==> src/design/mcspg_pkg.sv <==
// ----------------------------------------------------------------------------
// mcspg_pkg: shared types for the multi-channel step pulse generator
// Request, result and configuration payloads, channel control and status
// bundles, register indexes and fixed field widths.
// ----------------------------------------------------------------------------
package mcspg_pkg;

    localparam int COUNT_W  = 16;  // prescale, reload and edge count width
    localparam int OUT_CH   = 4;   // channels visible in result fields
    localparam int REG_CH   = 4;   // channels with a reload register
    localparam int CHAN_W   = 2;
    localparam int CFG_IDX_W = 3;

    typedef enum logic {
        KIND_TICK = 1'b0,
        KIND_LOAD = 1'b1
    } kind_t;

    typedef enum logic [CFG_IDX_W-1:0] {
        REG_RELOAD_CH0  = 3'd0,
        REG_RELOAD_CH1  = 3'd1,
        REG_RELOAD_CH2  = 3'd2,
        REG_RELOAD_CH3  = 3'd3,
        REG_CONT_MASK   = 3'd4
    } reg_idx_t;

    typedef struct packed {
        kind_t               kind;
        logic [CHAN_W-1:0]   channel;
        logic [COUNT_W-1:0]  edge_count;
    } req_t;

    typedef struct packed {
        logic [OUT_CH-1:0] pin_levels;
        logic [OUT_CH-1:0] toggled;
        logic [OUT_CH-1:0] busy_res;
    } rsp_t;

    typedef struct packed {
        logic [CFG_IDX_W-1:0] index;
        logic [COUNT_W-1:0]   data;
    } cfg_t;

    // per-channel strobes for one request
    typedef struct packed {
        logic tick;
        logic load;
        logic cont;
    } chan_ctrl_t;

    // per-channel status: current pin and values after the request
    typedef struct packed {
        logic pin_cur;
        logic pin_next;
        logic toggled;
        logic busy_next;
    } chan_stat_t;

endpackage

==> src/design/mcspg_stream_if.sv <==
// ----------------------------------------------------------------------------
// mcspg_stream_if: valid/ready channel
// Carries one payload of the given type from a source to a sink.
// ----------------------------------------------------------------------------
interface mcspg_stream_if #(
    parameter type payload_t = logic
) ();

    logic     valid;
    logic     ready;
    payload_t payload;

    modport source (output valid, output payload, input ready);
    modport sink   (input valid, input payload, output ready);

endinterface

==> src/design/mcspg_chan.sv <==
// ----------------------------------------------------------------------------
// mcspg_chan: one step channel
// Prescale down-counter, remaining edge count and step pin level.
// ----------------------------------------------------------------------------
module mcspg_chan
    import mcspg_pkg::*;
(
    input  logic               clk,
    input  logic               rst_n,
    input  chan_ctrl_t         ctrl,
    input  logic [COUNT_W-1:0] reload,
    input  logic [COUNT_W-1:0] edge_count,
    output chan_stat_t         stat
);

    logic [COUNT_W-1:0] prescale_reg;
    logic [COUNT_W-1:0] prescale_next;
    logic [COUNT_W-1:0] edges_reg;
    logic [COUNT_W-1:0] edges_next;
    logic               pin_reg;
    logic               pin_next;
    logic               fire;
    logic               active;

    always_comb
    begin
        active        = ctrl.cont || (edges_reg != '0);
        fire          = 1'b0;
        prescale_next = prescale_reg;
        edges_next    = edges_reg;
        pin_next      = pin_reg;
        if (ctrl.load)
        begin
            edges_next = edge_count;
        end
        else if (ctrl.tick && active)
        begin
            if (prescale_reg == '0)
            begin
                fire          = 1'b1;
                pin_next      = ~pin_reg;
                prescale_next = reload;
                // counted mode spends one edge per toggle
                if (!ctrl.cont)
                begin
                    edges_next = edges_reg - COUNT_W'(1);
                end
            end
            else
            begin
                prescale_next = prescale_reg - COUNT_W'(1);
            end
        end
    end

    always_ff @(posedge clk or negedge rst_n)
    begin
        if (!rst_n)
        begin
            prescale_reg <= '0;
            edges_reg    <= '0;
            pin_reg      <= 1'b0;
        end
        else
        begin
            prescale_reg <= prescale_next;
            edges_reg    <= edges_next;
            pin_reg      <= pin_next;
        end
    end

    assign stat.pin_cur   = pin_reg;
    assign stat.pin_next  = pin_next;
    assign stat.toggled   = fire;
    assign stat.busy_next = (edges_next != '0);

endmodule

==> src/design/multi_channel_step_pulse_generator.sv <==
// A request's result becomes valid after it passes the request register,
// then the result register; a stalled result sink can hold it between them.
// One request is taken per cycle while the result sink keeps up; the channel
// counters update in parallel, and the result register frees itself when taken.
// Reset: counters, edge counts, pins, reload registers and mask clear to zero.
// ----------------------------------------------------------------------------
// multi_channel_step_pulse_generator: stepper step pin driver
// Ticks advance per-channel prescalers and toggle step pins; load requests
// set a channel's remaining edge count.
// ----------------------------------------------------------------------------
module multi_channel_step_pulse_generator
    import mcspg_pkg::*;
#(
    parameter int CHANNELS = 4
) (
    input  logic           clk,
    input  logic           rst_n,
    mcspg_stream_if.sink   req,
    mcspg_stream_if.sink   cfg,
    mcspg_stream_if.source rsp
);

    logic [COUNT_W-1:0] reload_reg [REG_CH];
    logic [REG_CH-1:0]  cont_mask_reg;

    logic               stg_valid_reg;
    req_t               stg_reg;
    logic               rsp_valid_reg;
    rsp_t               rsp_reg;
    rsp_t               rsp_next;
    logic               advance;
    logic               do_item;

    chan_ctrl_t         ctrl  [CHANNELS];
    chan_stat_t         stat  [CHANNELS];
    logic [CHANNELS-1:0] pin_cur_vec;

    // configuration registers
    assign cfg.ready = 1'b1;

    always_ff @(posedge clk or negedge rst_n)
    begin
        if (!rst_n)
        begin
            for (int r = 0; r < REG_CH; r++)
            begin
                reload_reg[r] <= '0;
            end
            cont_mask_reg <= '0;
        end
        else if (cfg.valid)
        begin
            unique case (cfg.payload.index)
                REG_RELOAD_CH0: reload_reg[0] <= cfg.payload.data;
                REG_RELOAD_CH1: reload_reg[1] <= cfg.payload.data;
                REG_RELOAD_CH2: reload_reg[2] <= cfg.payload.data;
                REG_RELOAD_CH3: reload_reg[3] <= cfg.payload.data;
                REG_CONT_MASK:  cont_mask_reg <= cfg.payload.data[REG_CH-1:0];
                default:        ;
            endcase
        end
    end

    // request register feeds the channels; result register holds the answer
    assign advance   = !rsp_valid_reg || rsp.ready;
    assign req.ready = !stg_valid_reg || advance;
    assign do_item   = stg_valid_reg && advance;

    always_ff @(posedge clk or negedge rst_n)
    begin
        if (!rst_n)
        begin
            stg_valid_reg <= 1'b0;
            rsp_valid_reg <= 1'b0;
        end
        else
        begin
            if (req.ready)
            begin
                stg_valid_reg <= req.valid;
            end
            if (advance)
            begin
                rsp_valid_reg <= stg_valid_reg;
            end
        end
    end

    always_ff @(posedge clk)
    begin
        if (req.valid && req.ready)
        begin
            stg_reg <= req.payload;
        end
        if (do_item)
        begin
            rsp_reg <= rsp_next;
        end
    end

    for (genvar i = 0; i < CHANNELS; i++)
    begin : g_chan
        if (i < REG_CH)
        begin : g_reg
            assign ctrl[i].tick = do_item && (stg_reg.kind == KIND_TICK);
            assign ctrl[i].load = do_item && (stg_reg.kind == KIND_LOAD)
                                  && (stg_reg.channel == CHAN_W'(i));
            assign ctrl[i].cont = cont_mask_reg[i];

            mcspg_chan u_chan (
                .clk        (clk),
                .rst_n      (rst_n),
                .ctrl       (ctrl[i]),
                .reload     (reload_reg[i]),
                .edge_count (stg_reg.edge_count),
                .stat       (stat[i])
            );
        end
        else
        begin : g_noreg
            // no reload register, counted mode, not reachable by a load
            assign ctrl[i].tick = do_item && (stg_reg.kind == KIND_TICK);
            assign ctrl[i].load = 1'b0;
            assign ctrl[i].cont = 1'b0;

            mcspg_chan u_chan (
                .clk        (clk),
                .rst_n      (rst_n),
                .ctrl       (ctrl[i]),
                .reload     ('0),
                .edge_count (stg_reg.edge_count),
                .stat       (stat[i])
            );
        end
        assign pin_cur_vec[i] = stat[i].pin_cur;
    end

    for (genvar b = 0; b < OUT_CH; b++)
    begin : g_out
        if (b < CHANNELS)
        begin : g_live
            assign rsp_next.pin_levels[b] = stat[b].pin_next;
            assign rsp_next.toggled[b]    = stat[b].toggled;
            assign rsp_next.busy_res[b]   = stat[b].busy_next;
        end
        else
        begin : g_none
            assign rsp_next.pin_levels[b] = 1'b0;
            assign rsp_next.toggled[b]    = 1'b0;
            assign rsp_next.busy_res[b]   = 1'b0;
        end
    end

    assign rsp.valid   = rsp_valid_reg;
    assign rsp.payload = rsp_reg;

    // a load request never toggles a pin
    a_load_no_toggle: assert property (@(posedge clk) disable iff (!rst_n)
        do_item && (stg_reg.kind == KIND_LOAD) |=> rsp_reg.toggled == '0)
        else $error("load request reported a toggle");

    // a held request stays put until the result register frees
    a_stage_hold: assert property (@(posedge clk) disable iff (!rst_n)
        stg_valid_reg && !advance |=> stg_valid_reg && $stable(stg_reg))
        else $error("pending request lost or changed");

    // channel 0's reported level differs from its previous pin exactly when toggled
    a_toggle_levels: assert property (@(posedge clk) disable iff (!rst_n)
        do_item |=> rsp_reg.pin_levels[0] ==
                    ($past(pin_cur_vec[0]) ^ rsp_reg.toggled[0]))
        else $error("pin level does not match toggle report");

endmodule

==> src/flat_wrapper.sv <==
// flat-port wrapper written by rule: the top's interface ports become plain ports
module multi_channel_step_pulse_generator_flat import mcspg_pkg::*;
#(
    parameter int CHANNELS = 4
)
  (clk, rst_n, req_valid, req_payload, req_ready, cfg_valid, cfg_payload, cfg_ready, rsp_valid, rsp_payload, rsp_ready);
  mcspg_stream_if #(.payload_t(req_t)) req_i ();
  mcspg_stream_if #(.payload_t(cfg_t)) cfg_i ();
  mcspg_stream_if #(.payload_t(rsp_t)) rsp_i ();
  input  logic clk;
  input  logic rst_n;
  input wire logic [$bits(req_i.valid)-1:0] req_valid;
  input wire logic [$bits(req_i.payload)-1:0] req_payload;
  output wire logic [$bits(req_i.ready)-1:0] req_ready;
  input wire logic [$bits(cfg_i.valid)-1:0] cfg_valid;
  input wire logic [$bits(cfg_i.payload)-1:0] cfg_payload;
  output wire logic [$bits(cfg_i.ready)-1:0] cfg_ready;
  output wire logic [$bits(rsp_i.valid)-1:0] rsp_valid;
  output wire logic [$bits(rsp_i.payload)-1:0] rsp_payload;
  input wire logic [$bits(rsp_i.ready)-1:0] rsp_ready;
  assign req_i.valid = req_valid;
  assign req_i.payload = req_payload;
  assign req_ready = req_i.ready;
  assign cfg_i.valid = cfg_valid;
  assign cfg_i.payload = cfg_payload;
  assign cfg_ready = cfg_i.ready;
  assign rsp_valid = rsp_i.valid;
  assign rsp_payload = rsp_i.payload;
  assign rsp_i.ready = rsp_ready;
  multi_channel_step_pulse_generator #(.CHANNELS(CHANNELS)) u_core (.clk(clk), .rst_n(rst_n), .req(req_i), .cfg(cfg_i), .rsp(rsp_i));
endmodule
==> config.mk <==
export PLATFORM = sky130hd
export DESIGN_NAME = multi_channel_step_pulse_generator_flat
export DESIGN_NICKNAME = d
export VERILOG_FILES = /design/src/design/mcspg_pkg.sv /design/src/design/mcspg_stream_if.sv /design/src/design/mcspg_chan.sv /design/src/design/multi_channel_step_pulse_generator.sv /design/src/flat_wrapper.sv
export SDC_FILE = /design/constraint.sdc
export NUM_CORES = 1
export LEC_CHECK = 0
export CORE_ASPECT_RATIO = 0.6
export CORE_MARGIN = 3
export CORE_UTILIZATION = 40
export CTS_CLUSTER_SIZE = 25
export DETAILED_ROUTE_END_ITERATION = 16
export DONT_BUFFER_PORTS = 1
export PLACE_DENSITY = 0.58
export SLEW_MARGIN = 20
export SYNTH_ARGS = -nofsm -noshare
export SYNTH_HDL_FRONTEND = slang
export SYNTH_HIERARCHICAL = 1
export SYNTH_SLANG_ARGS = --single-unit
==> constraint.sdc <==
create_clock -name clk -period 9.41 [get_ports clk]
set_clock_uncertainty 0.2 [all_clocks]
set_input_delay 0.4705 -clock clk [delete_from_list [all_inputs] [get_ports clk]]
set_output_delay 0.4705 -clock clk [all_outputs]
set_load 0.01 [all_outputs]
# --- After elaboration in Yosys (flattened, before gate mapping) ---
# Index checks and enable logic that the tools add are counted.
op_classes:
  n_addsub: 8
  n_eq_ne: 7
  mux: 36
  n_bitwise: 13
  n_reduce_logical: 47
ops:
  columns: ["operator", "n"]
  rows:
  - ["16-bit 2-to-1 mux", 20]
  - ["16-bit nonzero test", 8]
  - ["16-bit by 1-bit subtractor with 16-bit output, second input constant", 8]
  - ["16-bit logical NOT", 4]
  - ["2-bit AND reduction", 9]
  - ["1-bit 2-to-1 mux", 16]
  - ["1-bit inverter", 13]
  - ["1-bit logical AND", 12]
  - ["2-bit OR reduction", 4]
  - ["3-bit by 2-bit == test with 1-bit output, second input constant", 2]
  - ["1-bit logical OR", 6]
  - ["2-bit == test, second input constant", 2]
  - ["3-bit by 1-bit == test with 1-bit output, second input constant", 1]
  - ["3-bit == test, second input constant", 1]
  - ["3-bit logical NOT", 1]
  - ["2-bit by 1-bit == test with 1-bit output, second input constant", 1]
  - ["1-bit logical NOT", 2]
  - ["2-bit logical NOT", 1]
totals:
  register_bits: 233
  input_bits: 43
  output_inout_bits: 15
  elab_cells: 139

# --- Longest topological paths before layout ---
# Gate-level depths: netlist (run 1).
logic_depth:
  ltp_word: 8
  ltp_mapped: 10
  ltp_nobuf: 9

# --- Cells and area by module ---
# Netlist (run 1), hierarchy kept.
by_module_without_submodules:
  columns: ["mod", "n_inst", "cells_each", "area_per_inst_um2", "seq_area_each_um2"]
  rows:
  - ["mcspg_chan at u_core.g_chan[2].g_reg.u_chan ...", 2, 261, 2139.6, 825.8]
  - ["mcspg_chan at u_core.g_chan[0].g_reg.u_chan ...", 2, 250, 2132.0, 825.8]
  - ["multi_channel_step_pulse_generator", 1, 200, 3707.3, 2682.6]

# --- Least setup slack after synthesis (run 1) ---
# No wires, ideal clock.
synth_timing:
  kind: "register to register"
  start: "register u_core.rsp_valid_reg (netlist: u_core/rsp.valid)"
  end: "register u_core.rsp_reg (netlist bit u_core/rsp.payload[0]), data pin"
  setup_time_ns: 0.273
  t_arrival_ns: 3.356
  required_time_ns: 8.937
  slack_ns: 5.581
  path_stages_with_launch: 11
  path_buffers: 1
  synth_period_minus_slack_ns: 3.829
  cell_sequence: "dfrtp_1 > nor2b_1 > clkbuf_1 > nor3_1 > nor4b_2 > nand2_1 > or3_1 > o21a_1 > or4_4 > a211oi_2 > nand4_1"
synth_rtl:
  columns: ["element", "line", "rtl"]
  rows:
  - ["from (decl)", "multi_channel_step_pulse_generator.sv:28", "logic rsp_valid_reg;"]
  - ["from (signal assigned)", "multi_channel_step_pulse_generator.sv:84", "rsp_valid_reg <= stg_valid_reg;"]
  - ["to (signal assigned)", "multi_channel_step_pulse_generator.sv:97", "rsp_reg <= rsp_next;"]
  - ["to (decl)", "multi_channel_step_pulse_generator.sv:29", "rsp_t rsp_reg;"]

==> key figures, run 1 <==
Global routing
  – Pin count of the biggest net entering global routing: 203
  – Routing usage on met3: 4.61%
  – M1 GR Usage: 34.4%
  – Initial antenna violation count: 1
  – Most Used Layer, Global Route: met1
  – Met2 usage: 27.4%
  – First-pass GRT wire length: 53300 µm
  – Vias in the first global route: 8994
  – GR Overflow Total: 0
  – GRT Overall Usage: 20.8%

Critical path
  – WP data required: 9.48 ns
  – FF-to-FF Start: u_core/g_chan[0].g_reg.u_chan/prescale_reg[0]
  – Worst path arrival time: 3.77 ns
  – Crit Path Class: reg -> reg
  – CP Launch Type: flip-flop
  – Crit path from: u_core/g_chan[0].g_reg.u_chan/prescale_reg[0]
  – Crit path max fanout: 13
  – Worst Setup End Kind: flip-flop

Yosys
  – Synthesis warning total: 6
  – Mean post-synth cell area: 10.0 µm²
  – Synthesized cell area: 0.0122 mm²
  – Synthesized Nets: 1273
  – Cells after Synth: 1218

Pwr
  – Power Density: 240 mW/mm²
  – NetSw: 1.12 mW
  – Worst IR Drop VDD: 147 µV
  – Sequential Power Share: 47.1%
  – LEAKAGE: 5.31 nW
  – Comb pwr share: 22.3%
  – Clock power frac: 30.7%
  – Switching part of the total: 33.8%
  – Internal power: 2.19 mW

Detailed routing
  – Final wirelength: 34300 µm
  – ANT nets after route: 0
  – Via density: 5.87
  – Via count: 9759
  – 1st-pass router iterations: 7
  – Drc violations: 0
  – Drt wl/cell: 20.7 µm
  – 1st-iter DRT viols: 1121

STA
  – Pins over their slew limit: 0
  – Max Clock Freq: 270 MHz
  – Setup TNS: 0 ns
  – Worst-margin pin slew: 1.07 ns
  – Minimum clock period: 3.70 ns
  – Final Hold Viols: 0
  – Final worst setup slack: 5.71 ns
  – Final setup fails: 0
  – Final Cycle Share: 39.3%
  – RSZ-0062 raised after global routing: no
  – Slew headroom: 28.3%
  – Worst hold margin: 0.136 ns

Die
  – Die Footprint: 0.0328 mm²
  – Core ar.: 0.0294 mm²
  – Die W: 232 µm
  – Initial Utilization: 41.5%
  – Die height: 141 µm
  – Top Ports: 58
  – Placement Rows: 48

Placed design
  – Dpl hpwl: 23700 µm
  – Post-Place Worst Slack: 5.78 ns
  – PortBufs: 0
  – GP Congestion: 0.879

Clock network
  – Htree depth: 1
  – Clock root cell: clkbuf_16
  – CTS Buf Count: 25
  – CTS Sinks: 233
  – Setup Buffers After CTS: 0
  – Clock Latency Late Sink: 0.55 ns
  – Clock transition at path regs: 0.06 ns
  – Clk buf depth: 3
  – TritonCTS clock tree: done

Hold path
  – Worst Hold Launch: rsp_ready
  – Hold Path Class: in -> reg

Cells and area
  – Nets: 1298
  – Final-layout fill cell count: 2725
  – Post-layout util: 47.0%
  – Area growth, synth to finish: 13.2%
  – Most frequent cells in the layout: 202 x dfrtp_1, 121 x nor2_1, 90 x nand2_1
  – Share of cells above drive strength 1: 14.7%
  – # diodes: 0
  – Commonest non-fill, non-tap cell in the layout: dfrtp_1

Status
  – Status: completed

Flow run
  – Max-cap violations: 0
## power by group through the flow
stage	Clock, mW	Combinational (mW)	Sequential, mW
after floorplan	0	0.567	1.48
after global placement	0	0.675	1.56
after detailed placement	0	0.688	1.56
after CTS	1.04	0.732	1.55
after global routing	1.09	0.832	1.60
final	1.02	0.738	1.56
## timing repair
action,4_1_cts,5_1_grt
gates resized for setup,0,0
hold buffers,38,0
setup endpoints to repair,0,0
endpoints found under the hold margin,290,0
## final cells by class
| class | count | area (µm²) | share of cell area (%) |
|---|---|---|---|
| clock buffer | 33 | 716 | 5.17 |
| clock inverter | 13 | 130 | 0.941 |
| inverter | 44 | 165 | 1.19 |
| multi-input combinational | 887 | 5810 | 42.0 |
| sequential | 233 | 5990 | 43.3 |
| tap | 400 | 500 | 3.62 |
| timing repair buffer | 52 | 523 | 3.78 |
## metrics by stage
stage,total power [mW],area (µm²),cells
detailed placement,2.25,12600,1577
finish,3.31,13800,1662
global route,3.52,13800,1662
global placement,2.24,12600,1577
CTS,3.32,13800,1661
floorplan,2.04,12200,1218
## worst max-delay path, cell delays in order (launching register included)
cell and delay, ns:
dfrtp_1 0.39, inv_1 0.09, ha_1 0.22, nor4b_4 0.34
nand4_1 0.54, a211oi_1 0.73, a211o_1 0.22, nand3_1 0.10
nor4_1 0.43, nand4_1 0.15
## layer usage
metal  share of wire [%]  wire [µm]  vias up
met2                  39      13200      363
met4                 1.5        518        2
met1                  52      17700     4780
met5               0.049         17        -
li1                    -          -     4574
met3                 8.4       2880       40
## final timing paths
kind	to	slack, ns	cells after the start
setup / recovery	u_core/rsp.payload[0]	5.71	9
hold / removal	u_core/stg_valid_reg	0.14	2
setup reg to reg	u_core/rsp.payload[0]	5.71	9
hold reg to reg	u_core/g_chan[3].g_reg.u_chan/pin_reg	0.26	1
max in group asynchronous	u_core/g_chan[2].g_reg.u_chan/edges_reg[4]	7.64	3
min in group asynchronous	u_core/g_chan[1].g_reg.u_chan/edges_reg[15]	0.26	2
Power figures use the tool's default switching activity.
==> run 2: changes to the inputs <==
- PLACE_DENSITY: 0.58 -> 0.6
- clock period: 9.41 -> 3 ns (I/O delays scaled with it)
==> key figures, run 2 (synthesized netlist as in run 1, its figures left out) <==
Critical path
  – Worst path max stage delay: 0.45 ns (-0.28 ns)
  – Crit Path Class: reg -> reg
  – Critical path's most frequent cell: buf_4
  – CP Launch Type: flip-flop
  – Worst-path cell chain: nor3_4 -> buf_6 -> nor4b_4 -> buf_4 -> nand4_1 -> nor4_4 -> buf_4 -> xnor2_2 -> o21ai_2 -> nor4_2 -> buf_4 -> nand4_1
  – Worst path arrival time: 3.15 ns (-0.62 ns)
  – CP max-delay cell: edfxtp_1
  – Crit path max fanout: 4 (-9)
  – WP data required: 3.06 ns (-6.42 ns)
  – Worst Setup End Kind: flip-flop
  – FF-to-FF Start: u_core/stg_reg[18]
  – Crit path from: u_core/stg_reg[18]
  – Reg2reg setup slack: -0.08 ns (-5.79 ns)

Placed design
  – PortBufs: 0 (unchanged)
  – GP Congestion: 0.896 (+2.0%)
  – Dpl hpwl: 25300 µm (+7.1%)

Clock network
  – Clock root cell: clkbuf_16
  – CTS Sinks: 233 (unchanged)
  – CTS Buf Count: 24 (-4.0%)
  – Clk buf depth: 3 (unchanged)
  – Clock transition at path regs: 0.07 ns (about the same)
  – Htree depth: 1 (unchanged)
  – Hold Buf Count CTS: 45 (+18%)
  – Clock Latency Late Sink: 0.54 ns (about the same)
  – TritonCTS clock tree: done

Global routing
  – GR Overflow Total: 0 (unchanged)
  – GRT Overall Usage: 21.6% (+0.88 points)
  – First-pass GRT wire length: 55500 µm (+4.1%)
  – Vias in the first global route: 9467 (+5.3%)
  – Pin count of the biggest net entering global routing: 203 (unchanged)
  – Initial antenna violation count: 2 (+1)

STA
  – Final setup fails: 1 (+1)
  – Final Hold Viols: 202 (+202)
  – Worst hold margin: -0.887 ns (-1.02 ns)
  – Minimum clock period: 3.08 ns (-0.617 ns)
  – Max Clock Freq: 324 MHz (+20%)
  – Final worst setup slack: -0.0830 ns (-5.79 ns)
  – Worst-margin pin slew: 0.772 ns (-0.295 ns)
  – Slew headroom: 48.1% (+20 points)
  – Final Cycle Share: 103% (+63 points)
  – Pins over their slew limit: 0 (unchanged)
  – RSZ-0062 raised after global routing: yes

Detailed routing
  – Via density: 5.76 (-1.9%)
  – 1st-iter DRT viols: 1002 (-11%)
  – Drt wl/cell: 20.2 µm (-2.4%)
  – Drc violations: 0 (unchanged)
  – Final wirelength: 36500 µm (+6.4%)
  – Via count: 10400 (+6.9%)
  – ANT nets after route: 0 (unchanged)
  – 1st-pass router iterations: 5 (-2)

Status
  – Status: complete, but fails checks
  – Failing checks: negative hold slack, negative setup slack

Die
  – Core ar.: 0.0294 mm² (unchanged)
  – Top Ports: 58 (unchanged)
  – Die height: 141 µm (unchanged)
  – Initial Utilization: 41.5% (unchanged)
  – Placement Rows: 48 (unchanged)
  – Die W: 232 µm (unchanged)
  – Die Footprint: 0.0328 mm² (unchanged)

Pwr
  – Worst IR Drop VDD: 366 µV (+150%)
  – LEAKAGE: 6.11 nW (+15%)
  – Power Density: 715 mW/mm² (+200%)

Cells and area
  – # diodes: 0 (unchanged)
  – Post-layout util: 52.3% (+5.3 points)
  – Final-layout fill cell count: 2594 (-4.8%)
  – Area growth, synth to finish: 26.0%
  – Share of cells above drive strength 1: 27.6% (+13 points)
  – Nets: 1448 (+12%)
  – Area of the multi-input gates: 0.00623 mm² (+7.3%)
  – Most frequent cells in the layout: 202 x dfrtp_1, 153 x buf_4, 117 x nor2_1
  – Commonest non-fill, non-tap cell in the layout: dfrtp_1
  – FF/Latch Area: 0.00599 mm² (unchanged)

Flow run
  – Max-cap violations: 0 (unchanged)

Hold path
  – Hold Path Class: in -> async
==> run 2: changes by cell type in the layout (fill, tap and decap cells not counted), sizes merged <==
cell and change:
buf +143, dlygate4sd3 +8, clkinv -3, clkbuf +2
clkinvlp +2, inv -2, bufinv -1
==> run 2: worst paths after layout <==
| path | endpoint | cells past startpoint |
|---|---|---|
| worst min register to register | u_core/g_chan[3].g_reg.u_chan/pin_reg | 1 |
| worst max register to register | u_core/rsp.payload[1] | 12 |
| max in group asynchronous | u_core/g_chan[3].g_reg.u_chan/edges_reg[1] | 0 |
| min in group clk | u_core/reload_reg[1] | 2 |
| worst min-delay path | u_core/g_chan[0].g_reg.u_chan/edges_reg[12] | 0 |
| worst max-delay path | u_core/rsp.payload[1] | 12 |
==> run 2: stage by stage <==
stage | setup slack [ns] | cells | total power, mW | TNS (ns) | instance area, µm²
finish | -0.0830 | 1811 | 11.0 | -0.0830 | 15400
global route | -0.239 | 1811 | 11.6 | -0.341 | 15400
CTS | -0.0531 | 1799 | 10.8 | -0.0922 | 14900
detailed placement | -0.235 | 1703 | 7.57 | -0.545 | 13600
global placement | -0.0711 | 1703 | 7.50 | -0.0992 | 13600
floorplan | -0.289 | 1218 | 6.42 | -0.579 | 12300
==> run 2: cell type report <==
class | count | area share, %
Sequential cell | 233 | 38.9
Multi-Input combinational cell | 887 | 40.5
Tap cell | 400 | 3.25
Clock buffer | 35 | 4.77
Clock inverter | 9 | 0.561
Inverter | 44 | 1.07
Timing Repair Buffer | 203 | 11.0
==> run 2: timing repair <==
action | in CTS | in global routing
endpoints found under the setup margin | 4 | 4
hold endpoints to repair | 310 | 202
setup buffers | 7 | 12
pin swaps | 11 | 28
resized for setup | 14 | 72
==> run 2: power breakdown <==
part / switching [mW] / leakage (nW) / internal [mW]
sequential: 0.822 / 2.72 / 3.99
clock: 1.32 / 0.396 / 1.80
combinational: 1.57 / 2.99 / 1.50
total: 3.71 / 6.11 / 7.29
==> run 2: worst max-delay path, delay by kind of cell (launching register included) <==
| family | cells | cell delay (ns) |
|---|---|---|
| compound gates | 1 | 0.09 |
| buf+inv | 4 | 0.64 |
| flops | 1 | 0.45 |
| simple gates | 6 | 1.31 |
| xor+xnor | 1 | 0.12 |
==> run 2: layer usage <==
layer  GRT usage (%)  share of wire [%]  up-vias
li1                -                  -     4879
met1            34.9                 50     5144
met2            28.4                 40      355
met3            6.32                8.3       53
met4            3.58                1.5        2
met5               0              0.019        -
